===== config.mk =====
export PLATFORM = sky130hd
export DESIGN_NAME = hka_site_pattern_counter_unit
export DESIGN_NICKNAME = d
export VERILOG_FILES = /design/src/rtl/hsp_pkg.sv /design/src/rtl/hka_site_pattern_counter_unit.sv /design/src/rtl/hsp_div.sv /design/src/rtl/hsp_dp.sv /design/src/rtl/hsp_ctrl.sv
export SDC_FILE = /design/constraint.sdc
export NUM_CORES = 2
export LEC_CHECK = 0
export ABC_AREA = 1
export BUFFER_PORTS_ARGS = -buffer_cell sky130_fd_sc_hd__buf_2
export CORE_AREA = 2 2 541 328
export CTS_BUF_LIST = sky130_fd_sc_hd__clkbuf_8
export DETAILED_ROUTE_END_ITERATION = 6
export DIE_AREA = 0 0 543 330
export SYNTH_ARGS = -nofsm -noshare
export SYNTH_HDL_FRONTEND = slang
export SYNTH_HIERARCHICAL = 1
export SYNTH_SLANG_ARGS = --single-unit

===== constraint.sdc =====
create_clock -name clk_i -period 44.5 [get_ports clk_i]
set_input_delay 4.45 -clock clk_i [delete_from_list [all_inputs] [get_ports clk_i]]
set_output_delay 4.45 -clock clk_i [all_outputs]
set_load 0.05 [all_outputs]

===== src/rtl/hsp_pkg.sv =====
// Shared types, widths and constants of the site pattern counter.
// Used by the divider, datapath, controller and top level; depends on nothing.

package hsp_pkg;

  // sizing
  localparam int MAX_SAMPLES = 4096;
  localparam int CNT_W       = 24;
  localparam int TOT_W       = $clog2(2 * MAX_SAMPLES + 1);
  localparam int PROB_W      = 17;
  localparam int FRAC_W      = 16;
  localparam int LEN_W       = CNT_W + 1;
  localparam int E_W         = PROB_W + LEN_W;
  localparam int H_W         = (E_W + 1) / 2;
  localparam int MUL_W       = (LEN_W > H_W) ? LEN_W : H_W;
  localparam int PROD_W      = 2 * MUL_W;
  localparam int SQ_W        = 2 * E_W;
  localparam int CHI_W       = 48;
  localparam int ES_W        = 40;
  localparam int RATE_W      = 17;
  localparam int QUO_W       = CHI_W;
  localparam int DIVR_W      = E_W;
  localparam int STEP_W      = $clog2(QUO_W + 1);
  localparam int RNUM_W      = CNT_W + FRAC_W + 1;

  // stream widths
  localparam int IN_DATA_W   = 32;
  localparam int IN_USER_W   = 3;
  localparam int OUT_USER_W  = 2;
  localparam int OUT_FLD_W   = 3 * CNT_W + 2 * ES_W + CHI_W + 2 * RATE_W;
  localparam int OUT_DATA_W  = ((OUT_FLD_W + 7) / 8) * 8;
  localparam int CFG_IDX_W   = 2;

  // allele limit per group and site
  localparam logic [TOT_W:0] TOT_LIMIT = (TOT_W + 1)'(2 * MAX_SAMPLES);
  localparam logic [CNT_W-1:0] CNT_MAX = '1;
  localparam logic [CHI_W-1:0] CHI_MAX = '1;
  localparam logic [ES_W-1:0]  ES_MAX  = '1;

  // token characters
  localparam logic [7:0] CH_DOT   = 8'h2E;
  localparam logic [7:0] CH_SLASH = 8'h2F;
  localparam logic [7:0] CH_PIPE  = 8'h7C;
  localparam logic [7:0] CH_ZERO  = 8'h30;
  localparam logic [7:0] CH_ONE   = 8'h31;

  // token length classes
  localparam logic [1:0] TLEN_ONE  = 2'd1;
  localparam logic [1:0] TLEN_LONG = 2'd3;

  // result status codes
  localparam logic [1:0] STAT_OK      = 2'd0;
  localparam logic [1:0] STAT_NO_LEN  = 2'd1;
  localparam logic [1:0] STAT_BAD_EXP = 2'd2;
  localparam logic [1:0] STAT_BAD_TOK = 2'd3;

  // configuration register indexes
  localparam logic [CFG_IDX_W-1:0] CFG_PROB_SEG = 2'd0;
  localparam logic [CFG_IDX_W-1:0] CFG_PROB_FIX = 2'd1;
  localparam logic [CFG_IDX_W-1:0] CFG_MODE     = 2'd2;

  localparam logic [PROB_W-1:0] PROB_RESET = PROB_W'(32768);

  // controller states
  typedef enum logic [3:0] {
    CS_ACCUM,
    CS_MUL_ES,
    CS_MUL_ED,
    CS_CHECK,
    CS_DIFF,
    CS_SQ_LL,
    CS_SQ_LH,
    CS_SQ_HH,
    CS_SQ_ACC,
    CS_DIV_GO,
    CS_DIV_WAIT,
    CS_TERM,
    CS_FINISH
  } ctrl_state_e;

  // controller to datapath
  typedef struct packed {
    logic take;
    logic mul_es;
    logic mul_ed;
    logic clr_chi;
    logic diff;
    logic sq_ll;
    logic sq_lh;
    logic sq_hh;
    logic sq_acc;
    logic div_start;
    logic term_cap;
    logic load_out;
    logic term_sel;
  } dp_cmd_t;

  // datapath to controller
  typedef struct packed {
    logic skip;
    logic mode;
    logic sq_sat;
    logic div_done;
    logic out_free;
  } dp_stat_t;

endpackage


===== src/rtl/hka_site_pattern_counter_unit.sv =====
// Top level of the HKA site pattern counter: streams, configuration port, assertions.
// Depends on hsp_pkg; instantiates hsp_ctrl and hsp_dp.

// Genotype tokens are taken one item per cycle. Each item is decoded and added
// to the per-group allele tallies of the current site; the site is classified
// when its last item arrives. The item that ends a region stalls the input
// while the result is built by one shared 25x25 multiplier and a bit-serial
// divider that yields one quotient bit per cycle. In test mode each of the two
// chi-square terms takes a 48-step division; in rate mode each of the two rates
// takes a 17-step division; a status that is not ok skips the arithmetic. A
// chi-square term that saturates skips its division, and a previous result
// still waiting in the output register lengthens the stall until it is taken.
// The result then sits in an output register, so tokens of the next region are
// accepted while it waits to be taken. The user must write configuration only
// while no region end is being processed; the block does not enforce it.

module hka_site_pattern_counter_unit import hsp_pkg::*; (
  input  logic                  clk_i,
  input  logic                  rst_ni,
  // tdata: first_char[7:0], sep_char[15:8], third_char[23:16], token_length[25:24]
  input  logic [IN_DATA_W-1:0]  s_axis_tdata_i,
  // tuser: population[1:0], last_in_site[2]
  input  logic [IN_USER_W-1:0]  s_axis_tuser_i,
  input  logic                  s_axis_tlast_i,
  input  logic                  s_axis_tvalid_i,
  output logic                  s_axis_tready_o,
  // tdata: group0_variable_count[23:0], segregating_count[47:24], fixed_count[71:48],
  //        expected_segregating[111:72], expected_fixed[151:112], chi_square[199:152],
  //        rate_segregating[216:200], rate_fixed[233:217]
  output logic [OUT_DATA_W-1:0] m_axis_tdata_o,
  // tuser: status[1:0]
  output logic [OUT_USER_W-1:0] m_axis_tuser_o,
  output logic                  m_axis_tvalid_o,
  input  logic                  m_axis_tready_i,
  input  logic                  cfg_valid_i,
  output logic                  cfg_ready_o,
  input  logic [CFG_IDX_W-1:0]  cfg_index_i,
  input  logic [PROB_W-1:0]     cfg_data_i
);

  dp_cmd_t  cmd;
  dp_stat_t stat;

  assign cfg_ready_o = 1'b1;

  hsp_ctrl u_ctrl (
    .clk_i      (clk_i),
    .rst_ni     (rst_ni),
    .in_valid_i (s_axis_tvalid_i),
    .in_last_i  (s_axis_tlast_i),
    .stat_i     (stat),
    .in_ready_o (s_axis_tready_o),
    .cmd_o      (cmd)
  );

  hsp_dp u_dp (
    .clk_i       (clk_i),
    .rst_ni      (rst_ni),
    .in_valid_i  (s_axis_tvalid_i),
    .in_data_i   (s_axis_tdata_i),
    .in_user_i   (s_axis_tuser_i),
    .in_last_i   (s_axis_tlast_i),
    .cfg_valid_i (cfg_valid_i),
    .cfg_index_i (cfg_index_i),
    .cfg_data_i  (cfg_data_i),
    .cmd_i       (cmd),
    .stat_o      (stat),
    .out_ready_i (m_axis_tready_i),
    .out_valid_o (m_axis_tvalid_o),
    .out_data_o  (m_axis_tdata_o),
    .out_user_o  (m_axis_tuser_o)
  );

  // input stalls right after a region-end item
  a_stall_after_region: assert property (@(posedge clk_i) disable iff (!rst_ni)
    s_axis_tvalid_i && s_axis_tready_o && s_axis_tlast_i |=> !s_axis_tready_o)
    else $error("input not stalled after region end");

  // a failed result carries no chi-square or rates
  a_err_no_stat: assert property (@(posedge clk_i) disable iff (!rst_ni)
    m_axis_tvalid_o && (m_axis_tuser_o != STAT_OK) |->
      (m_axis_tdata_o[199:152] == '0) && (m_axis_tdata_o[233:200] == '0))
    else $error("statistic reported with error status");

  // bad tokens or empty region give zero expectations
  a_err_no_exp: assert property (@(posedge clk_i) disable iff (!rst_ni)
    m_axis_tvalid_o && ((m_axis_tuser_o == STAT_BAD_TOK) || (m_axis_tuser_o == STAT_NO_LEN))
      |-> (m_axis_tdata_o[151:72] == '0))
    else $error("expectation reported with bad token or empty region");

endmodule


===== src/rtl/hsp_div.sv =====
// Bit-serial restoring divider, one quotient bit per cycle.
// Depends on hsp_pkg for widths.

module hsp_div import hsp_pkg::*; (
  input  logic              clk_i,
  input  logic              rst_ni,
  input  logic              start_i,
  input  logic [DIVR_W-1:0] divisor_i,
  input  logic [DIVR_W-1:0] rem_i,
  input  logic [QUO_W-1:0]  lo_i,
  input  logic [STEP_W-1:0] steps_i,
  output logic              done_o,
  output logic [QUO_W-1:0]  quot_o
);

  logic [DIVR_W-1:0] rem_q, rem_d, div_q;
  logic [QUO_W-1:0]  sh_q, quo_q;
  logic [STEP_W-1:0] cnt_q;
  logic              done_q;
  logic [DIVR_W:0]   trial, trial_sub;
  logic              ge;

  // one trial subtraction
  always_comb begin
    trial     = {rem_q, sh_q[QUO_W-1]};
    trial_sub = trial - {1'b0, div_q};
    ge        = (trial >= {1'b0, div_q});
    rem_d     = ge ? trial_sub[DIVR_W-1:0] : trial[DIVR_W-1:0];
  end

  // step counter and completion pulse
  always_ff @(posedge clk_i or negedge rst_ni) begin
    if (!rst_ni) begin
      cnt_q  <= '0;
      done_q <= 1'b0;
    end else if (start_i) begin
      cnt_q  <= steps_i;
      done_q <= 1'b0;
    end else begin
      done_q <= (cnt_q == STEP_W'(1));
      if (cnt_q != '0) cnt_q <= cnt_q - STEP_W'(1);
    end
  end

  // remainder, dividend shifter and quotient
  always_ff @(posedge clk_i) begin
    if (start_i) begin
      rem_q <= rem_i;
      sh_q  <= lo_i;
      div_q <= divisor_i;
      quo_q <= '0;
    end else if (cnt_q != '0) begin
      rem_q <= rem_d;
      sh_q  <= {sh_q[QUO_W-2:0], 1'b0};
      quo_q <= {quo_q[QUO_W-2:0], ge};
    end
  end

  assign done_o = done_q;
  assign quot_o = quo_q;

endmodule


===== src/rtl/hsp_dp.sv =====
// Datapath: token decode, site tallies, counters, multiplier, divider and result register.
// Depends on hsp_pkg and instantiates hsp_div.

module hsp_dp import hsp_pkg::*; (
  input  logic                  clk_i,
  input  logic                  rst_ni,
  input  logic                  in_valid_i,
  input  logic [IN_DATA_W-1:0]  in_data_i,
  input  logic [IN_USER_W-1:0]  in_user_i,
  input  logic                  in_last_i,
  input  logic                  cfg_valid_i,
  input  logic [CFG_IDX_W-1:0]  cfg_index_i,
  input  logic [PROB_W-1:0]     cfg_data_i,
  input  dp_cmd_t               cmd_i,
  output dp_stat_t              stat_o,
  input  logic                  out_ready_i,
  output logic                  out_valid_o,
  output logic [OUT_DATA_W-1:0] out_data_o,
  output logic [OUT_USER_W-1:0] out_user_o
);

  // configuration
  logic [PROB_W-1:0] ps_q, pd_q;
  logic              mode_q;

  // site tallies and region counters
  logic [TOT_W-1:0] alt_q [2];
  logic [TOT_W-1:0] tot_q [2];
  logic [TOT_W-1:0] alt_d [2];
  logic [TOT_W-1:0] tot_d [2];
  logic [TOT_W-1:0] alt_n [2];
  logic [TOT_W-1:0] tot_n [2];
  logic [CNT_W-1:0] g0_q, seg_q, fix_q, g0_d, seg_d, fix_d;
  logic             err_q, err_d;

  // arithmetic registers
  logic [E_W-1:0]    es_q, ed_q, a_q;
  logic [PROD_W-1:0] prod_q;
  logic [SQ_W-1:0]   sq_q;
  logic [CHI_W:0]    chi_q;
  logic [RATE_W-1:0] rs_q, rf_q;

  // result register
  logic                  out_valid_q;
  logic [OUT_DATA_W-1:0] out_data_q;
  logic [OUT_USER_W-1:0] out_user_q;

  // item fields
  logic [7:0] f_ch, sep_ch, t_ch;
  logic [1:0] tlen, pop;
  logic       site_end, take, grp, grp_ok;
  logic       tok_bad, tok_add;
  logic [1:0] alt_inc;
  logic       close;

  assign f_ch     = in_data_i[7:0];
  assign sep_ch   = in_data_i[15:8];
  assign t_ch     = in_data_i[23:16];
  assign tlen     = in_data_i[25:24];
  assign pop      = in_user_i[1:0];
  assign site_end = in_user_i[2];
  assign take     = in_valid_i & cmd_i.take;
  assign grp      = pop[0];
  assign grp_ok   = (pop[1] == 1'b0);
  assign close    = take & (site_end | in_last_i);

  // genotype token decode
  always_comb begin
    logic [TOT_W-1:0] tot_sel;
    logic [TOT_W:0]   tot_next;
    tot_sel  = grp ? tot_q[1] : tot_q[0];
    tot_next = {1'b0, tot_sel} + (TOT_W + 1)'(2);
    tok_bad  = 1'b0;
    tok_add  = 1'b0;
    alt_inc  = 2'((f_ch == CH_ONE)) + 2'((t_ch == CH_ONE));
    if (!grp_ok) begin
      tok_bad = 1'b0;
    end else if (tlen == TLEN_ONE && f_ch == CH_DOT) begin
      tok_bad = 1'b0;
    end else if (tlen != TLEN_LONG || !(sep_ch inside {CH_SLASH, CH_PIPE})) begin
      tok_bad = 1'b1;
    end else if (f_ch == CH_DOT || t_ch == CH_DOT) begin
      tok_bad = 1'b0;
    end else if (!(f_ch inside {CH_ZERO, CH_ONE}) || !(t_ch inside {CH_ZERO, CH_ONE})) begin
      tok_bad = 1'b1;
    end else if (tot_next <= TOT_LIMIT) begin
      tok_add = 1'b1;
    end
  end

  // per-group tallies with this item, then site close
  always_comb begin
    logic mono0, mono1;
    for (int g = 0; g < 2; g++) begin
      alt_n[g] = alt_q[g];
      tot_n[g] = tot_q[g];
      if (take && tok_add && (grp == g[0])) begin
        alt_n[g] = alt_q[g] + TOT_W'(alt_inc);
        tot_n[g] = tot_q[g] + TOT_W'(2);
      end
      alt_d[g] = close ? '0 : alt_n[g];
      tot_d[g] = close ? '0 : tot_n[g];
    end
    mono0 = (alt_n[0] == '0) || (alt_n[0] == tot_n[0]);
    mono1 = (alt_n[1] == '0) || (alt_n[1] == tot_n[1]);
    g0_d  = g0_q;
    seg_d = seg_q;
    fix_d = fix_q;
    err_d = err_q | (take & tok_bad);
    if (close && tot_n[0] != '0 && tot_n[1] != '0) begin
      if (!mono0 && g0_q != CNT_MAX) g0_d = g0_q + CNT_W'(1);
      if (!mono1 && seg_q != CNT_MAX) seg_d = seg_q + CNT_W'(1);
      if (mono0 && mono1 && ((alt_n[0] == '0) != (alt_n[1] == '0)) && fix_q != CNT_MAX)
        fix_d = fix_q + CNT_W'(1);
    end
    if (cmd_i.load_out) begin
      g0_d  = '0;
      seg_d = '0;
      fix_d = '0;
      err_d = 1'b0;
    end
  end

  // tally, counter and configuration registers
  always_ff @(posedge clk_i or negedge rst_ni) begin
    if (!rst_ni) begin
      for (int g = 0; g < 2; g++) begin
        alt_q[g] <= '0;
        tot_q[g] <= '0;
      end
      g0_q   <= '0;
      seg_q  <= '0;
      fix_q  <= '0;
      err_q  <= 1'b0;
      ps_q   <= PROB_RESET;
      pd_q   <= PROB_RESET;
      mode_q <= 1'b0;
    end else begin
      for (int g = 0; g < 2; g++) begin
        alt_q[g] <= alt_d[g];
        tot_q[g] <= tot_d[g];
      end
      g0_q  <= g0_d;
      seg_q <= seg_d;
      fix_q <= fix_d;
      err_q <= err_d;
      if (cfg_valid_i) begin
        case (cfg_index_i)
          CFG_PROB_SEG: ps_q   <= cfg_data_i;
          CFG_PROB_FIX: pd_q   <= cfg_data_i;
          CFG_MODE:     mode_q <= cfg_data_i[0];
          default:      ;
        endcase
      end
    end
  end

  // region length and current term operands
  logic [LEN_W-1:0]  len;
  logic [CNT_W-1:0]  cur_cnt;
  logic [E_W-1:0]    cur_e, cur_obs, diff_v;
  assign len     = LEN_W'(seg_q) + LEN_W'(fix_q);
  assign cur_cnt = cmd_i.term_sel ? fix_q : seg_q;
  assign cur_e   = cmd_i.term_sel ? ed_q : es_q;
  assign cur_obs = E_W'({cur_cnt, FRAC_W'(0)});
  assign diff_v  = (cur_obs > cur_e) ? (cur_obs - cur_e) : (cur_e - cur_obs);

  // shared multiplier operand select
  logic [MUL_W-1:0]  mul_a, mul_b;
  logic [PROD_W-1:0] mul_p;
  logic [H_W-1:0]    a_lo, a_hi;
  assign a_lo = a_q[H_W-1:0];
  assign a_hi = H_W'(a_q >> H_W);
  always_comb begin
    mul_a = MUL_W'(a_lo);
    mul_b = MUL_W'(a_lo);
    if (cmd_i.mul_es) begin
      mul_a = MUL_W'(ps_q);
      mul_b = MUL_W'(len);
    end else if (cmd_i.mul_ed) begin
      mul_a = MUL_W'(pd_q);
      mul_b = MUL_W'(len);
    end else if (cmd_i.sq_lh) begin
      mul_a = MUL_W'(a_hi);
    end else if (cmd_i.sq_hh) begin
      mul_a = MUL_W'(a_hi);
      mul_b = MUL_W'(a_hi);
    end
  end
  assign mul_p = mul_a * mul_b;

  // divider operands: square over expectation, or rounded rate
  logic [RNUM_W-1:0] rnum;
  logic [DIVR_W-1:0] dv_divisor, dv_rem;
  logic [QUO_W-1:0]  dv_lo, dv_quot;
  logic [STEP_W-1:0] dv_steps;
  logic              dv_done;
  logic [SQ_W-QUO_W-1:0] sq_hi;
  assign rnum  = RNUM_W'({cur_cnt, FRAC_W'(0)}) + RNUM_W'(len >> 1);
  assign sq_hi = sq_q[SQ_W-1:QUO_W];
  always_comb begin
    if (mode_q) begin
      dv_divisor = DIVR_W'(len);
      dv_rem     = DIVR_W'(rnum[RNUM_W-1:RATE_W]);
      dv_lo      = {rnum[RATE_W-1:0], (QUO_W - RATE_W)'(0)};
      dv_steps   = STEP_W'(RATE_W);
    end else begin
      dv_divisor = cur_e;
      dv_rem     = DIVR_W'(sq_hi);
      dv_lo      = sq_q[QUO_W-1:0];
      dv_steps   = STEP_W'(QUO_W);
    end
  end

  hsp_div u_div (
    .clk_i     (clk_i),
    .rst_ni    (rst_ni),
    .start_i   (cmd_i.div_start),
    .divisor_i (dv_divisor),
    .rem_i     (dv_rem),
    .lo_i      (dv_lo),
    .steps_i   (dv_steps),
    .done_o    (dv_done),
    .quot_o    (dv_quot)
  );

  logic sq_sat;
  assign sq_sat = (DIVR_W'(sq_hi) >= cur_e);

  // expectation, square and term registers
  always_ff @(posedge clk_i) begin
    if (cmd_i.mul_es) es_q <= mul_p[E_W-1:0];
    if (cmd_i.mul_ed) ed_q <= mul_p[E_W-1:0];
    if (cmd_i.diff) a_q <= diff_v;
    if (cmd_i.sq_ll || cmd_i.sq_lh || cmd_i.sq_hh) prod_q <= mul_p;
    if (cmd_i.sq_lh) sq_q <= SQ_W'(prod_q);
    if (cmd_i.sq_hh) sq_q <= sq_q + (SQ_W'(prod_q) << (H_W + 1));
    if (cmd_i.sq_acc) sq_q <= sq_q + (SQ_W'(prod_q) << (2 * H_W));
    if (cmd_i.clr_chi) chi_q <= '0;
    if (cmd_i.term_cap) begin
      if (mode_q) begin
        if (cmd_i.term_sel) rf_q <= dv_quot[RATE_W-1:0];
        else                rs_q <= dv_quot[RATE_W-1:0];
      end else begin
        chi_q <= chi_q + (CHI_W + 1)'(sq_sat ? CHI_MAX : dv_quot);
      end
    end
  end

  // result status and masked fields
  logic              skip, exp_zero;
  logic [1:0]        res_stat;
  logic [ES_W-1:0]   es_o, ed_o;
  logic [CHI_W-1:0]  chi_o;
  logic [RATE_W-1:0] rs_o, rf_o;
  always_comb begin
    exp_zero = (es_q == '0) || (ed_q == '0);
    if (err_q)                    res_stat = STAT_BAD_TOK;
    else if (len == '0)           res_stat = STAT_NO_LEN;
    else if (!mode_q && exp_zero) res_stat = STAT_BAD_EXP;
    else                          res_stat = STAT_OK;
    skip  = (res_stat != STAT_OK);
    es_o  = '0;
    ed_o  = '0;
    chi_o = '0;
    rs_o  = '0;
    rf_o  = '0;
    if (!mode_q && (res_stat == STAT_OK || res_stat == STAT_BAD_EXP)) begin
      es_o = (es_q[E_W-1:ES_W] != '0) ? ES_MAX : es_q[ES_W-1:0];
      ed_o = (ed_q[E_W-1:ES_W] != '0) ? ES_MAX : ed_q[ES_W-1:0];
    end
    if (res_stat == STAT_OK) begin
      if (mode_q) begin
        rs_o = rs_q;
        rf_o = rf_q;
      end else begin
        chi_o = chi_q[CHI_W] ? CHI_MAX : chi_q[CHI_W-1:0];
      end
    end
  end

  // result register
  always_ff @(posedge clk_i or negedge rst_ni) begin
    if (!rst_ni) begin
      out_valid_q <= 1'b0;
    end else if (cmd_i.load_out) begin
      out_valid_q <= 1'b1;
    end else if (out_ready_i) begin
      out_valid_q <= 1'b0;
    end
  end

  always_ff @(posedge clk_i) begin
    if (cmd_i.load_out) begin
      out_user_q <= res_stat;
      out_data_q <= OUT_DATA_W'({rf_o, rs_o, chi_o, ed_o, es_o, fix_q, seg_q, g0_q});
    end
  end

  assign stat_o.skip     = skip;
  assign stat_o.mode     = mode_q;
  assign stat_o.sq_sat   = sq_sat;
  assign stat_o.div_done = dv_done;
  assign stat_o.out_free = !out_valid_q || out_ready_i;

  assign out_valid_o = out_valid_q;
  assign out_data_o  = out_data_q;
  assign out_user_o  = out_user_q;

endmodule


===== src/rtl/hsp_ctrl.sv =====
// Controller: sequences the region-end arithmetic and the result load.
// Depends on hsp_pkg for the state type and command/status structs.

module hsp_ctrl import hsp_pkg::*; (
  input  logic     clk_i,
  input  logic     rst_ni,
  input  logic     in_valid_i,
  input  logic     in_last_i,
  input  dp_stat_t stat_i,
  output logic     in_ready_o,
  output dp_cmd_t  cmd_o
);

  ctrl_state_e state_q, state_d;
  logic        term_q, term_d;

  // next state
  always_comb begin
    state_d = state_q;
    term_d  = term_q;
    case (state_q)
      CS_ACCUM:    if (in_valid_i && in_last_i) state_d = CS_MUL_ES;
      CS_MUL_ES:   state_d = CS_MUL_ED;
      CS_MUL_ED:   state_d = CS_CHECK;
      CS_CHECK: begin
        term_d = 1'b0;
        if (stat_i.skip)      state_d = CS_FINISH;
        else if (stat_i.mode) state_d = CS_DIV_GO;
        else                  state_d = CS_DIFF;
      end
      CS_DIFF:     state_d = CS_SQ_LL;
      CS_SQ_LL:    state_d = CS_SQ_LH;
      CS_SQ_LH:    state_d = CS_SQ_HH;
      CS_SQ_HH:    state_d = CS_SQ_ACC;
      CS_SQ_ACC:   state_d = CS_DIV_GO;
      CS_DIV_GO: begin
        if (!stat_i.mode && stat_i.sq_sat) state_d = CS_TERM;
        else                               state_d = CS_DIV_WAIT;
      end
      CS_DIV_WAIT: if (stat_i.div_done) state_d = CS_TERM;
      CS_TERM: begin
        if (!term_q) begin
          term_d  = 1'b1;
          state_d = stat_i.mode ? CS_DIV_GO : CS_DIFF;
        end else begin
          state_d = CS_FINISH;
        end
      end
      CS_FINISH:   if (stat_i.out_free) state_d = CS_ACCUM;
      default:     state_d = CS_ACCUM;
    endcase
  end

  // commands per state
  always_comb begin
    cmd_o          = '0;
    cmd_o.term_sel = term_q;
    in_ready_o     = 1'b0;
    case (state_q)
      CS_ACCUM: begin
        in_ready_o = 1'b1;
        cmd_o.take = 1'b1;
      end
      CS_MUL_ES: begin
        cmd_o.mul_es  = 1'b1;
        cmd_o.clr_chi = 1'b1;
      end
      CS_MUL_ED:   cmd_o.mul_ed = 1'b1;
      CS_DIFF:     cmd_o.diff   = 1'b1;
      CS_SQ_LL:    cmd_o.sq_ll  = 1'b1;
      CS_SQ_LH:    cmd_o.sq_lh  = 1'b1;
      CS_SQ_HH:    cmd_o.sq_hh  = 1'b1;
      CS_SQ_ACC:   cmd_o.sq_acc = 1'b1;
      CS_DIV_GO:   cmd_o.div_start = stat_i.mode || !stat_i.sq_sat;
      CS_TERM:     cmd_o.term_cap  = 1'b1;
      CS_FINISH:   cmd_o.load_out  = stat_i.out_free;
      default:     ;
    endcase
  end

  // state register
  always_ff @(posedge clk_i or negedge rst_ni) begin
    if (!rst_ni) begin
      state_q <= CS_ACCUM;
      term_q  <= 1'b0;
    end else begin
      state_q <= state_d;
      term_q  <= term_d;
    end
  end

endmodule

==> results.tsv <==
stage	metric	value	unit
synth	synth_ff_type	edfxtp_1	
synth	synthCells	9635	
sta	setup_violations	0	
die	die-area	0.179	mm²
sta	finalCriticalPeriod	11330	ps
synth	avgSynthCellArea	7.90	µm²
worst_setup_path	r2r_end	u_dp/prod_q[44]	
worst_setup_path	critical_path_class	register to register	
finish	drive_gt1_share	8.47	%
sta	timing.final.crit_share	25.5	%
clock_network	cts_root_buffer	clkbuf_8	
die	die_h	330	µm
worst_setup_path	worst-endpoint-arrival	11980	ps
global_route	grt_max_degree	188	
clock_network	postCtsSetupBuffers	0	
sta	fmax	0.0883	GHz
die	die_x	543	µm
hold_path	holdPathEnd	u_dp/rf_q[2]	
sta	fin_hold_ws	472	ps
clock_network	cts_sinks	933	
clock_network	htree_levels	4	
flow_run	cap_violations	0	
worst_setup_path	cpMaxStageDelayCell	a21oi_1	
sta	worst_pin_slew	1370	ps
drt	vias	68200	
worst_setup_path	reg2regPathDepth	34	
worst_setup_path	cp.required	45150	ps
outcome	outcome	finished clean	
drt	drt-total-wl	282000	µm
synth	synth_area_leader_cell	edfxtp_1	
drt	dr.pass1.iters	6	
drt	wl_per_cell	22.7	µm
finish	area_growth	10.1	%
worst_setup_path	setup.worst_path.start_class	register	
synth	synth_seq_cells	933	
synth	syn_area	0.0761	mm²
die	initial_core_util	43.7	%
place	place_congestion	1.00	
hold_path	min_path_cells	0	
die	rows	119	
global_route	grt_pass1_wl	412000	µm
die	io_pins	305	
clock_network	insertion_delay	920	ps
hold_path	min_path_type	register to register	
place	dpl.hpwl	222000	µm
synth	yosys_warnings	6	
sta	rsz0062_at_grt	no	
global_route	antenna_found_initial	17	
clock_network	cts_inserted_buffers	161	
sta	finalWorstSetupSlack	33170	ps
sta	slew_violations	0	
clock_network	cts_tree	yes	
drt	vias_per_cell	5.49	
worst_setup_path	crit_path_frequent_cell	inv_1	
synth	synth_edf_count	661	
drt	drt_iter0_drc	8836	
place	port_buffers	291	
global_route	track_usage	31.1	%
hold_path	min_from	u_dp/u_div/quot_o[2]	
sta	finalHoldViolCount	0	
worst_setup_path	slowest_delay	1090	ps
drt	drtAntennaViolNets	0	
sta	finalSetupTns	0	ps
synth	synth.distinct_cells	74	
synth	synth_seq_area_share	34.4	%
synth	postSynth.asyncResetShare	18.8	%
clock_network	cts_resized	0	
clock_network	clock_path_buffers	4	
worst_setup_path	rrSetupSlack	33170	ps
synth	synth.top_cells.by_area	edfxtp_1, fa_1, nand2_1	
global_route	grt_pass1_vias	62400	
sta	fin_worst_skew	106	ps
worst_setup_path	cp_max_fo	26	
place	dp_slack	33560	ps
worst_setup_path	reg2reg_from	u_ctrl/state_q[1]	
clock_network	clk_pin_slew	70	ps
finish	final_nets	10900	
die	design.core.area	0.174	mm²
drt	drc	0	
clock_network	hold_buffers	0	
sta	slew_headroom	8.81	%
finish	fillCellCount	17200	
global_route	grt-ovfl-total	0	
worst_setup_path	cp-end-kind	register	
synth	synth_top_area_share	26.1	%
==> stage by stage <==
| stage | cell area, µm² | instances | utilization, % |
|---|---|---|---|
| after global routing | 83800 | 12400 | 48.1 |
| final | 83800 | 12400 | 48.1 |
| after CTS | 83800 | 12400 | 48.1 |
| after floorplan | 76300 | 9666 | - |
| after detailed placement | 80600 | 12200 | 46.3 |
| after global placement | 80600 | 12200 | 46.3 |
==> worst max-delay path: cells and delay by family, from the launching register on <==
family                     cells  cell delay (ps)
AOI/OAI and AO/OA              6             2800
xor gates and xnor gates       1              210
and+or+nand+nor                7              960
DFF                            1              430
adders and majority gates      8             3780
buffers and inverters         12             2810
==> cell type report <==
type,instances,area [µm²],area share (%)
Antenna cell,4,10.0,0.0119
Timing Repair Buffer,437,2570,3.07
Sequential cell,933,26200,31.2
Tap cell,2359,2950,3.52
Clock inverter,93,638,0.761
Multi-Input combinational cell,6854,43000,51.4
Inverter,1569,5890,7.03
Clock buffer,183,2520,3.01
==> cells in the mapped netlist (22+ instances only) <==
library cell  instances
fa_1                445
nand2_1            2196
a21oi_1             428
nand3b_1             65
ha_1                474
clkbuf_1            227
dfxtp_1              97
o21a_1               29
o21ai_1              44
nand3_1             335
xor2_1              195
inv_1              1535
nor3_1               76
nand4_1             158
buf_2                29
xnor2_1             118
dfrtp_1             173
o22ai_1              51
a31oi_1              83
a21o_1               22
nor4_1               53
o21ai_0             452
edfxtp_1            661
or2_2               105
nor2_1             1298
buf_4                23
==> state kept, by name, summed over array words and instances, names as in the netlist, 42 cells and up <==
| register | count |
|---|---|
| u_dp/out_data_o | 234 |
| u_dp/sq_q | 84 |
| u_dp/chi_q | 49 |
| u_dp/prod_q | 49 |
| u_dp/u_div/quot_o | 48 |
| u_dp/u_div/sh_q | 48 |
| u_dp/a_q | 42 |
| u_dp/ed_q | 42 |
| u_dp/es_q | 42 |
| u_dp/u_div/div_q | 42 |
| u_dp/u_div/rem_q | 42 |
==> layer usage <==
| layer | part of all wire [%] | track usage, % |
|---|---|---|
| met1 | 48 | 50.2 |
| met2 | 36 | 38.9 |
| met3 | 13 | 10.4 |
| met5 | 0.15 | 0.442 |
| met4 | 1.9 | 5.65 |
==> cells by family (layout without fill, tap and decap cells) <==
family	count (synthesis)	count (layout)	share of synthesized area [%]
AOI/OAI and AO/OA	1249	1249	9.19
xor gates and xnor gates	313	313	3.60
adders and majority gates	919	919	19.5
buffers and inverters	1879	2282	9.55
DFF	933	933	34.4
muxes	7	7	0.0920
other	3	38	0.0148
and+or+nand+nor	4332	4332	23.7
==> how the worst max path moves through the flow <==
stage / start / end / slack [ps]
5_1_grt: u_ctrl/state_q[1] / u_dp/prod_q[44] / 32560
2_1_floorplan: m_axis_tready_i / u_dp/seg_q[16] / 21250
6_report: u_ctrl/state_q[1] / u_dp/prod_q[44] / 33170
4_1_cts: u_ctrl/state_q[0] / u_dp/prod_q[44] / 33540
3_5_place_dp: s_axis_tuser_i[0] / u_dp/g0_q[19] / 33560
3_3_place_gp: s_axis_tuser_i[0] / u_dp/g0_q[1] / 33680
==> cells in the final DEF, fill, tap and decap left out, types with 79 or more instances in the layout <==
cell type     n
buf_2       290
ha_1        474
dfrtp_1     171
dfxtp_1      96
fa_1        445
nand2_1    2192
clkbuf_8    184
o21ai_0     445
edfxtp_1    661
xnor2_1     118
inv_1      1568
xor2_1      195
a21oi_1     423
nand4_1     158
nor2_1     1287
nand3_1     335
buf_4       145
a31oi_1      79
or2_2       105
Power is left out: the tool's default activity adds up to more than one toggle a clock period on the data nets, which glitch-free logic cannot reach.
